**config.mk**
```make
export PLATFORM = sky130hd
export DESIGN_NAME = utf8_gpt2_byte_decoder_flat
export DESIGN_NICKNAME = d
export VERILOG_FILES = /design/src/design/u8bd_pkg.sv /design/src/design/u8bd_in_if.sv /design/src/design/u8bd_out_if.sv /design/src/design/u8bd_unmap.sv /design/src/design/u8bd_decode.sv /design/src/design/utf8_gpt2_byte_decoder.sv /design/src/flat_wrapper.sv
export SDC_FILE = /design/constraint.sdc
export NUM_CORES = 1
export LEC_CHECK = 0
export BUFFER_PORTS_ARGS = -buffer_cell sky130_fd_sc_hd__clkbuf_2
export CORE_MARGIN = 2
export CORE_UTILIZATION = 40
export CTS_BUF_LIST = sky130_fd_sc_hd__clkbuf_8
export CTS_CLUSTER_DIAMETER = 200
export DETAILED_ROUTE_END_ITERATION = 12
export PLACE_DENSITY = 0.66
export REMOVE_ABC_BUFFERS = 1
export SLEW_MARGIN = 20
export SYNTH_ARGS = -nofsm -noshare
export SYNTH_HDL_FRONTEND = slang
export SYNTH_SLANG_ARGS = --single-unit
```
**constraint.sdc**
```tcl
create_clock -name clk -period 3.8 [get_ports clk]
set_clock_uncertainty 0.15 [all_clocks]
set_input_delay 1.14 -clock clk [delete_from_list [all_inputs] [get_ports clk]]
set_output_delay 1.14 -clock clk [all_outputs]
set_load 0.1 [all_outputs]
```
**src/design/u8bd_pkg.sv**
```systemverilog
// shared types and constants for the utf-8 gpt-2 byte decoder
package u8bd_pkg;

	typedef enum logic [2:0] {
		ERR_OK       = 3'd0,
		ERR_CONT     = 3'd1,
		ERR_OVERLONG = 3'd2,
		ERR_RANGE    = 3'd3,
		ERR_LEAD     = 3'd4,
		ERR_TRUNC    = 3'd5,
		ERR_UNMAPPED = 3'd6
	} err_t;

	localparam int unsigned CP_W = 21;

	localparam logic [CP_W-1:0] CP_MIN_2B    = 21'h00080;
	localparam logic [CP_W-1:0] CP_MIN_3B    = 21'h00800;
	localparam logic [CP_W-1:0] CP_MIN_4B    = 21'h10000;
	localparam logic [CP_W-1:0] CP_SURR_LO   = 21'h0D800;
	localparam logic [CP_W-1:0] CP_SURR_HI   = 21'h0DFFF;
	localparam logic [CP_W-1:0] CP_MAX       = 21'h10FFFF;

	localparam logic [CP_W-1:0] MAP_A_LO     = 21'd33;
	localparam logic [CP_W-1:0] MAP_A_HI     = 21'd126;
	localparam logic [CP_W-1:0] MAP_B_LO     = 21'd161;
	localparam logic [CP_W-1:0] MAP_B_HI     = 21'd172;
	localparam logic [CP_W-1:0] MAP_C_LO     = 21'd174;
	localparam logic [CP_W-1:0] MAP_C_HI     = 21'd255;
	localparam logic [CP_W-1:0] MAP_SHIFT_LO = 21'd256;
	localparam logic [CP_W-1:0] MAP_SHIFT_HI = 21'd323;

	localparam logic [6:0] SHIFT_LOW_END = 7'd33;
	localparam logic [6:0] SHIFT_MID_END = 7'd67;
	localparam logic [7:0] SHIFT_MID_ADD = 8'd94;
	localparam logic [7:0] SHIFT_LAST    = 8'd173;

	typedef struct packed {
		logic [1:0]      bytes_left;
		logic [2:0]      seq_len;
		logic [CP_W-1:0] partial;
	} dec_state_t;

	typedef struct packed {
		logic       has_result;
		logic [7:0] out_byte;
		err_t       error_code;
	} dec_result_t;

endpackage

```
**src/design/u8bd_in_if.sv**
```systemverilog
// input channel: one utf-8 text byte per item
interface u8bd_in_if;
	logic       valid;
	logic       ready;
	logic [7:0] text_byte;
	logic       token_end;

	modport source(output valid, output text_byte, output token_end, input ready);
	modport sink(input valid, input text_byte, input token_end, output ready);
endinterface

```
**src/design/u8bd_out_if.sv**
```systemverilog
// output channel: one decoded byte or error per item
interface u8bd_out_if;
	logic       valid;
	logic       ready;
	logic [7:0] out_byte;
	logic [2:0] error_code;

	modport source(output valid, output out_byte, output error_code, input ready);
	modport sink(input valid, input out_byte, input error_code, output ready);
endinterface

```
**src/design/u8bd_unmap.sv**
```systemverilog
// inverse gpt-2 byte map from code point to original byte
module u8bd_unmap (
	input  logic [u8bd_pkg::CP_W-1:0] code_point,
	output logic                      mapped,
	output logic [7:0]                orig_byte
);

	logic       self_map;
	logic       shift_map;
	logic [6:0] k;

	always_comb begin
		self_map = (code_point >= u8bd_pkg::MAP_A_LO && code_point <= u8bd_pkg::MAP_A_HI) ||
			(code_point >= u8bd_pkg::MAP_B_LO && code_point <= u8bd_pkg::MAP_B_HI) ||
			(code_point >= u8bd_pkg::MAP_C_LO && code_point <= u8bd_pkg::MAP_C_HI);
		shift_map = code_point >= u8bd_pkg::MAP_SHIFT_LO &&
			code_point <= u8bd_pkg::MAP_SHIFT_HI;
		// offset from 256 fits in the low seven bits over the shifted range
		k = code_point[6:0];
		mapped = self_map || shift_map;
		if (self_map) begin
			orig_byte = code_point[7:0];
		end else if (!shift_map) begin
			orig_byte = 8'd0;
		end else if (k < u8bd_pkg::SHIFT_LOW_END) begin
			orig_byte = {1'b0, k};
		end else if (k < u8bd_pkg::SHIFT_MID_END) begin
			orig_byte = {1'b0, k} + u8bd_pkg::SHIFT_MID_ADD;
		end else begin
			orig_byte = u8bd_pkg::SHIFT_LAST;
		end
	end

endmodule

```
**src/design/u8bd_decode.sv**
```systemverilog
// per-byte utf-8 decode step: next state and optional result
module u8bd_decode (
	input  u8bd_pkg::dec_state_t  cur,
	input  logic [7:0]            text_byte,
	input  logic                  token_end,
	output u8bd_pkg::dec_state_t  nxt,
	output u8bd_pkg::dec_result_t res
);

	logic [u8bd_pkg::CP_W-1:0] fin_cp;
	logic [2:0]                fin_len;
	logic                      fin_go;
	logic                      mapped;
	logic [7:0]                orig_byte;
	logic [u8bd_pkg::CP_W-1:0] shifted;

	u8bd_unmap u_unmap (
		.code_point(fin_cp),
		.mapped    (mapped),
		.orig_byte (orig_byte)
	);

	always_comb begin
		nxt     = '0;
		res     = '0;
		fin_go  = 1'b0;
		fin_len = 3'd1;
		fin_cp  = {13'd0, text_byte};
		shifted = {cur.partial[u8bd_pkg::CP_W-7:0], text_byte[5:0]};
		res.error_code = u8bd_pkg::ERR_OK;

		if (cur.bytes_left == 2'd0) begin
			if (!text_byte[7]) begin
				fin_go = 1'b1;
			end else if (text_byte[7:5] == 3'b110) begin
				nxt.partial    = {16'd0, text_byte[4:0]};
				nxt.seq_len    = 3'd2;
				nxt.bytes_left = 2'd1;
			end else if (text_byte[7:4] == 4'b1110) begin
				nxt.partial    = {17'd0, text_byte[3:0]};
				nxt.seq_len    = 3'd3;
				nxt.bytes_left = 2'd2;
			end else if (text_byte[7:3] == 5'b11110) begin
				nxt.partial    = {18'd0, text_byte[2:0]};
				nxt.seq_len    = 3'd4;
				nxt.bytes_left = 2'd3;
			end else begin
				res.has_result = 1'b1;
				res.error_code = u8bd_pkg::ERR_LEAD;
			end
			if (text_byte[7] && nxt.bytes_left != 2'd0 && token_end) begin
				nxt            = '0;
				res.has_result = 1'b1;
				res.error_code = u8bd_pkg::ERR_TRUNC;
			end
		end else if (text_byte[7:6] != 2'b10) begin
			res.has_result = 1'b1;
			res.error_code = u8bd_pkg::ERR_CONT;
		end else if (cur.bytes_left == 2'd1) begin
			fin_go  = 1'b1;
			fin_cp  = shifted;
			fin_len = cur.seq_len;
		end else if (token_end) begin
			res.has_result = 1'b1;
			res.error_code = u8bd_pkg::ERR_TRUNC;
		end else begin
			nxt.partial    = shifted;
			nxt.seq_len    = cur.seq_len;
			nxt.bytes_left = cur.bytes_left - 2'd1;
		end

		if (fin_go) begin
			res.has_result = 1'b1;
			if (fin_len == 3'd2 && fin_cp < u8bd_pkg::CP_MIN_2B) begin
				res.error_code = u8bd_pkg::ERR_OVERLONG;
			end else if (fin_len == 3'd3 && fin_cp < u8bd_pkg::CP_MIN_3B) begin
				res.error_code = u8bd_pkg::ERR_OVERLONG;
			end else if (fin_len == 3'd3 && fin_cp >= u8bd_pkg::CP_SURR_LO &&
					fin_cp <= u8bd_pkg::CP_SURR_HI) begin
				res.error_code = u8bd_pkg::ERR_RANGE;
			end else if (fin_len == 3'd4 && fin_cp < u8bd_pkg::CP_MIN_4B) begin
				res.error_code = u8bd_pkg::ERR_OVERLONG;
			end else if (fin_len == 3'd4 && fin_cp > u8bd_pkg::CP_MAX) begin
				res.error_code = u8bd_pkg::ERR_RANGE;
			end else if (!mapped) begin
				res.error_code = u8bd_pkg::ERR_UNMAPPED;
			end else begin
				res.out_byte = orig_byte;
			end
		end
	end

endmodule

```
**src/design/utf8_gpt2_byte_decoder.sv**
```systemverilog
// top level: utf-8 to gpt-2 original byte decoder
// an accepted byte is registered in the input stage, decoded combinationally and its result registered for the output
// throughput: one item per cycle while the result channel is not stalled, set by the single decode step per byte
// a byte that completes no code point gives no result but still passes through the input stage
// reset: asynchronous, clears the input and result valid flags and the decoder state
module utf8_gpt2_byte_decoder (
	input  logic         clk,
	input  logic         arst_n,
	u8bd_in_if.sink      text_ch,
	u8bd_out_if.source   result_ch
);

	logic                  valid_s1;
	logic [7:0]            byte_s1;
	logic                  end_s1;
	u8bd_pkg::dec_state_t  state_q;
	u8bd_pkg::dec_state_t  state_nxt;
	u8bd_pkg::dec_result_t res;
	logic                  res_valid_q;
	logic [7:0]            out_byte_q;
	logic [2:0]            error_code_q;
	logic                  adv;

	u8bd_decode u_decode (
		.cur      (state_q),
		.text_byte(byte_s1),
		.token_end(end_s1),
		.nxt      (state_nxt),
		.res      (res)
	);

	assign adv                  = !res_valid_q || result_ch.ready;
	assign text_ch.ready        = !valid_s1 || adv;
	assign result_ch.valid      = res_valid_q;
	assign result_ch.out_byte   = out_byte_q;
	assign result_ch.error_code = error_code_q;

	always_ff @(posedge clk or negedge arst_n) begin
		if (!arst_n) begin
			valid_s1    <= 1'b0;
			state_q     <= '0;
			res_valid_q <= 1'b0;
		end else begin
			if (text_ch.valid && text_ch.ready) begin
				valid_s1 <= 1'b1;
			end else if (adv) begin
				valid_s1 <= 1'b0;
			end
			if (adv) begin
				res_valid_q <= valid_s1 && res.has_result;
				if (valid_s1) begin
					state_q <= state_nxt;
				end
			end
		end
	end

	always_ff @(posedge clk) begin
		if (text_ch.valid && text_ch.ready) begin
			byte_s1 <= text_ch.text_byte;
			end_s1  <= text_ch.token_end;
		end
		if (adv && valid_s1) begin
			out_byte_q   <= res.out_byte;
			error_code_q <= res.error_code;
		end
	end

endmodule
```
**src/flat_wrapper.sv**
```systemverilog
// flat-port wrapper written by rule: the top's interface ports become plain ports
module utf8_gpt2_byte_decoder_flat 
  (clk, arst_n, text_ch_valid, text_ch_text_byte, text_ch_token_end, text_ch_ready, result_ch_valid, result_ch_out_byte, result_ch_error_code, result_ch_ready);
  u8bd_in_if text_ch_i ();
  u8bd_out_if result_ch_i ();
  input  logic clk;
  input  logic arst_n;
  input wire logic [$bits(text_ch_i.valid)-1:0] text_ch_valid;
  input wire logic [$bits(text_ch_i.text_byte)-1:0] text_ch_text_byte;
  input wire logic [$bits(text_ch_i.token_end)-1:0] text_ch_token_end;
  output wire logic [$bits(text_ch_i.ready)-1:0] text_ch_ready;
  output wire logic [$bits(result_ch_i.valid)-1:0] result_ch_valid;
  output wire logic [$bits(result_ch_i.out_byte)-1:0] result_ch_out_byte;
  output wire logic [$bits(result_ch_i.error_code)-1:0] result_ch_error_code;
  input wire logic [$bits(result_ch_i.ready)-1:0] result_ch_ready;
  assign text_ch_i.valid = text_ch_valid;
  assign text_ch_i.text_byte = text_ch_text_byte;
  assign text_ch_i.token_end = text_ch_token_end;
  assign text_ch_ready = text_ch_i.ready;
  assign result_ch_valid = result_ch_i.valid;
  assign result_ch_out_byte = result_ch_i.out_byte;
  assign result_ch_error_code = result_ch_i.error_code;
  assign result_ch_i.ready = result_ch_ready;
  utf8_gpt2_byte_decoder u_core (.clk(clk), .arst_n(arst_n), .text_ch(text_ch_i), .result_ch(result_ch_i));
endmodule
```
# Word level (Yosys, flattened, before mapping)
# Cells that the tools add are included.
dict set report classes {
  addsub 2
  n_lt_le_gt_ge 16
  n_eq_ne 8
  muxes 57
  bitwise 2
  reduce_logical 29
}
# operator n
set ops {}
lappend ops {{$mux W26} 10}
lappend ops {{$mux W8} 10}
lappend ops {{$mux W21} 3}
lappend ops {{$mux W3} 18}
lappend ops {{$ge A21 B8 Y1 const B} 2}
lappend ops {{$le A21 B8 Y1 const B} 2}
lappend ops {{$ge A21 B16 Y1 const B} 1}
lappend ops {{$ge A21 B6 Y1 const B} 1}
lappend ops {{$ge A21 B9 Y1 const B} 1}
lappend ops {{$gt A21 B21 Y1 const B} 1}
lappend ops {{$le A21 B16 Y1 const B} 1}
lappend ops {{$le A21 B7 Y1 const B} 1}
lappend ops {{$le A21 B9 Y1 const B} 1}
lappend ops {{$lt A21 B12 Y1 const B} 1}
lappend ops {{$lt A21 B17 Y1 const B} 1}
lappend ops {{$lt A21 B8 Y1 const B} 1}
lappend ops {{$logic_and A1 B1 Y1} 15}
lappend ops {{$mux W1} 15}
lappend ops {{$mux W12} 1}
lappend ops {{$add A7 B7 Y8 const B} 1}
lappend ops {{$lt A7 B6 Y1 const B} 1}
lappend ops {{$lt A7 B7 Y1 const B} 1}
lappend ops {{$reduce_or A7 Y1} 1}
lappend ops {{$eq A3 B2 Y1 const B} 2}
lappend ops {{14 further kinds} 22}
dict set report totals {
  regBits 42
  in_bits 13
  out_inout_bits 13
  word_cells 123
}

# Logic depth before layout (Yosys ltp)
dict set report depth {
  ltp_word 19
  ltp_mapped 10
  mapped_depth_nobuf 9
}

# Hierarchy
# Synthesis repeated with hierarchy kept, for this count alone.
dict set report hier_totals {
  cells_unflattened 283
  hier_area_um2 3042.9
}
# module n_inst cells_each area_each_um2 seq_area_each_um2
set by_module_without_submodules {}
lappend by_module_without_submodules {utf8_gpt2_byte_decoder 1 84 1744.2 1301.2}
lappend by_module_without_submodules {u8bd_decode 1 116 706.9 0.0}
lappend by_module_without_submodules {u8bd_unmap 1 83 591.8 0.0}

# Worst setup path after synthesis
# No wires, ideal clock.
dict set report synth_path {
  path_kind {input-to-output}
  start {input port result_ch_ready}
  end {output port text_ch_ready}
  t_arrival_ns 1.962
  required_ns 2.510
  path_slack_ns 0.548
  stages 1
  n_path_buf 0
  cell_sequence {nand3b_1}
}
dict set report synth_between {
  elab_chain_len 2
}
# item line
set synth_lines {}
lappend synth_lines {{start, declared} flat_wrapper.sv:15} ;# input wire logic [$bits(result_ch_i.ready)-1:0] result_ch_ready;
lappend synth_lines {{$logic_or A1 B1 Y1} utf8_gpt2_byte_decoder.sv:32} ;# assign adv = !res_valid_q || result_ch.ready;
lappend synth_lines {{$logic_or A1 B1 Y1} utf8_gpt2_byte_decoder.sv:33} ;# assign text_ch.ready = !valid_s1 || adv;
lappend synth_lines {{end, declared} flat_wrapper.sv:11} ;# output wire logic [$bits(text_ch_i.ready)-1:0] text_ch_ready;
# Every way passes these cells.

# Final worst setup path
dict set report layout_path {
  start {register u_core.byte_s1[1]}
  end {register u_core.out_byte_q[4] (netlist: u_core.result_ch.out_byte[4]) (data pin)}
}
dict set report layout_between {
  elab_chain_len 10
  word_cells_on_any_way 39
  classes_between {add/sub (1); order compare (16); mux (7); bitwise (1); reduce/logical (14)}
}
# item line
set layout_lines {}
lappend layout_lines {{start, declared} utf8_gpt2_byte_decoder.sv:14} ;# logic [7:0] byte_s1;
lappend layout_lines {{start signal, assigned} utf8_gpt2_byte_decoder.sv:60} ;# byte_s1 <= text_ch.text_byte;
lappend layout_lines {{$mux W21} u8bd_decode.sv:59} ;# end else if (cur.bytes_left == 2'd1) begin
lappend layout_lines {{$mux W21} u8bd_decode.sv:56} ;# end else if (text_byte[7:6] != 2'b10) begin
lappend layout_lines {{$mux W21 (*)} u8bd_decode.sv:32} ;# if (cur.bytes_left == 2'd0) begin
lappend layout_lines {{$ge A21 B6 Y1 (tied with other cells)} u8bd_unmap.sv:13} ;# self_map = (code_point >= u8bd_pkg::MAP_A_LO && code_point <= u8bd_pkg::MAP_A_HI) ||
lappend layout_lines {{$logic_and A1 B1 Y1, on equally long branches} {u8bd_unmap.sv:13, u8bd_unmap.sv:14}}
lappend layout_lines {{$logic_or A1 B1 Y1} u8bd_unmap.sv:13}
lappend layout_lines {{$logic_or A1 B1 Y1} u8bd_unmap.sv:14} ;# (code_point >= u8bd_pkg::MAP_B_LO && code_point <= u8bd_pkg::MAP_B_HI) ||
lappend layout_lines {{$logic_or A1 B1 Y1} u8bd_unmap.sv:20} ;# mapped = self_map || shift_map;
lappend layout_lines {{$not A1 Y1 (no line)} n/a}
lappend layout_lines {{$reduce_or A7 Y1 (no line)} n/a}
lappend layout_lines {{end signal, assigned} utf8_gpt2_byte_decoder.sv:64} ;# out_byte_q <= res.out_byte;
lappend layout_lines {{end, declared} utf8_gpt2_byte_decoder.sv:20} ;# logic [7:0] out_byte_q;
# Every way passes the cells marked *; elsewhere a longest branch is shown, timed or not.
# A chain may end at the register's enable or synchronous reset.

==> results.yml <==
cells_and_area:
  finalInstanceArea_mm2: 0.00292
  drive_gt1_frac: 0.161
  fin_util: 0.465
  syn2layout_area_growth_pct: 14.1
  register_area_mm2: 0.00115
  multi_input_area_mm2: 0.00129
  n_antenna_cell: 0
  fin_nets: 328
  fillers: 608
  instances_no_fill: 387
worst_setup_path:
  cpPeakStageDelay_ns: 0.57
  worst_setup_path_end_kind: "register"
  critical_path_arrival_ns: 3.22
  critPathLaunchType: "register"
  cp_cell_sequence: "inv_1 > ha_1 > or3b_2 > o21ai_0 > o211a_1 > o32ai_1 > nor3_2 > a211o_4 > a211oi_1"
  path_class: "reg2reg"
  worstPathRequired_ns: 3.67
  critPathSlowestCell: "edfxtp_1"
  cp_max_fo: 12
detailed_routing:
  wl_per_cell_um: 16.0
  final_antenna_net_count: 0
  via_count: 2180
  drc: 0
  drtPass1Iterations: 4
  vias_per_cell: 5.63
  wirelength_mm: 6.18
  drt_iter0_drc: 196
floorplan:
  die_w_um: 83.9
  core_area_mm2: 0.00628
  die-area_mm2: 0.00705
  die-height_um: 83.9
  start_util: 0.407
  rows: 29
  io_pins: 26
timing:
  period_share: 0.882
  maxSlewViolCount: 0
  finalSetupViolations: 0
  rsz0062_at_grt: "no"
  final.min_clock_period_ns: 3.35
  tns_ns: 0
  tightest_slew_ns: 0.591
  finalHoldViolations: 0
  max_freq_mhz: 298
  relSlewSlack: 0.603
status:
  status: "complete, no violations"
power:
  p_per_area_mw_per_mm2: 435
  vdd_drop_max_mv: 0.228
  fin_total_pwr_mw: 1.27
  leakage_nw: 1.22
clock_tree:
  clk_pin_slew_ns: 0.09
  clock_sinks: 42
  cts_resized: 0
  cts_hold_buf: 0
  cts.path.max_buffers: 2
  cts_root_buf: "clkbuf_8"
  h-tree-depth: 2
  postCtsSetupRepairBufs: 0
  clock_latency_ns: 0.30
  cts_inserted_buffers: 5
  cts_tree: "built"
global_routing:
  track_usage: 0.188
  grt_max_degree: 25
  grt_overflow: 0
  grt_pass1_vias: 2123
  grt_pass1_wl_mm: 10.7
  antenna_found_initial: 0
logic_synthesis:
  ys_warn_count: 0
  synth.avg_cell_area_um2: 9.00
  async_flop_share: 0.524
  synth.area.top_cells: "edfxtp_1 23%, dfrtp_1 22%, nand2_1 6.8%, nand3_1 3.5%, o21ai_0 3.5%"
  ys_ff_latch: 42
  netlist_top_cells_count: "46 x nand2_1, 22 x dfrtp_1, 20 x edfxtp_1"
  synthFlopType: "dfrtp_1"
  synth_top_area_share: 0.235
  synth_enable_flop_cells: 20
  syn-cell-area_mm2: 0.00256
  yosysTopAreaCell: "edfxtp_1"
  yosysSeqAreaShare: 0.450
  yosysMostFrequentCell: "nand2_1"
  yosysUniqueCellTypes: 58
  synthCells: 284
job:
  maxCapViolCount: 0
place:
  place_area_mm2: 0.00278
  io_buffers: 25
  hpwl_mm: 4.62
  post-place-cells: 379
  gp_congestion: 0.908
worst_hold_path:
  hold_class: "reg2reg"
[final timing paths]
path	from	to	slack, ns	cells past startpoint
hold / removal	u_core.state_q[13]$_DFFE_PN0P_	u_core.state_q[13]$_DFFE_PN0P_	0.32	2
max in group asynchronous	arst_n	u_core.state_q[8]$_DFFE_PN0P_	2.45	1
hold reg to reg	u_core.state_q[13]$_DFFE_PN0P_	u_core.state_q[13]$_DFFE_PN0P_	0.32	2
min in group asynchronous	arst_n	u_core.valid_s1$_DFFE_PN0P_	0.67	1
setup / recovery	u_core.byte_s1[1]$_DFFE_PP_	u_core.result_ch.out_byte[4]$_SDFFCE_PP0P_	0.45	9
setup reg to reg	u_core.byte_s1[1]$_DFFE_PP_	u_core.result_ch.out_byte[4]$_SDFFCE_PP0P_	0.45	9
[layout make-up]
| class | instances | area share |
|---|---|---|
| inverter | 14 | 0.0180 |
| sequential | 42 | 0.395 |
| clock buffer | 5 | 0.0236 |
| timing repair buffer | 33 | 0.0635 |
| tap | 77 | 0.0330 |
| multi-input combinational | 213 | 0.444 |
| clock inverter | 3 | 0.0236 |
[metal layers]
layer  track usage  up-vias  part of all wire
met5             0        -                 0
met4        0.0616        0             0.011
li1              -     1105                 -
met2         0.299       48              0.47
met1         0.264     1023              0.47
met3        0.0297        4             0.048
[registers in the layout (all words and copies together) (netlist names)]
name                         count
u_core.result_ch.out_byte        8
u_core.result_ch.error_code      3
u_core.state_q                  20
u_core.end_s1                    1
u_core.valid_s1                  1
u_core.byte_s1                   8
u_core.result_ch.valid           1
[cell families (layout without fill, tap and decap cells)]
family | count (synthesis) | count (layout) | synth area share
DFF | 42 | 42 | 0.450
adders and majority gates | 6 | 6 | 0.0294
AOI/OAI and AO/OA | 71 | 71 | 0.192
and+or+nand+nor | 134 | 134 | 0.277
muxes | 2 | 2 | 0.00832
buffers and inverters | 29 | 55 | 0.0431
[metrics by stage]
stage,setup slack [ns],hold WS (ns)
4_1_cts,0.465,0.329
5_1_grt,0.155,0.366
6_report,0.450,0.325
3_3_place_gp,0.565,0.294
3_5_place_dp,0.464,0.309
2_1_floorplan,0.548,0.281
[power breakdown]
group	leakage, nW	internal, mW	total [mW]	switching [mW]
combinational	0.652	0.0732	0.295	0.222
sequential	0.495	0.513	0.546	0.0332
clock	0.0683	0.263	0.427	0.164
[critical path: cells and delay by family, from the launching register on]
| family | cells | cell delay, ns |
|---|---|---|
| simple gates | 2 | 0.98 |
| flops | 1 | 0.57 |
| compound gates | 5 | 0.97 |
| buf+inv | 1 | 0.19 |
| fa+ha+maj | 1 | 0.20 |
[cells in the final DEF, fill, tap and decap left out, drive strengths merged, types with 3 or more instances in the layout]
cell / n
edfxtp: 20
a31oi: 3
or4: 6
nand2: 46
buf: 8
ha: 6
nand3: 18
o31ai: 7
and2: 4
and3: 3
a21oi: 16
nor4: 5
nor4b: 3
nor2: 17
dfrtp: 22
nor3: 9
nand2b: 6
inv: 14
or3: 3
a311oi: 3
o21ai: 18
a41oi: 3
clkbuf: 30
Note: power is estimated with default switching activity, not from simulation.
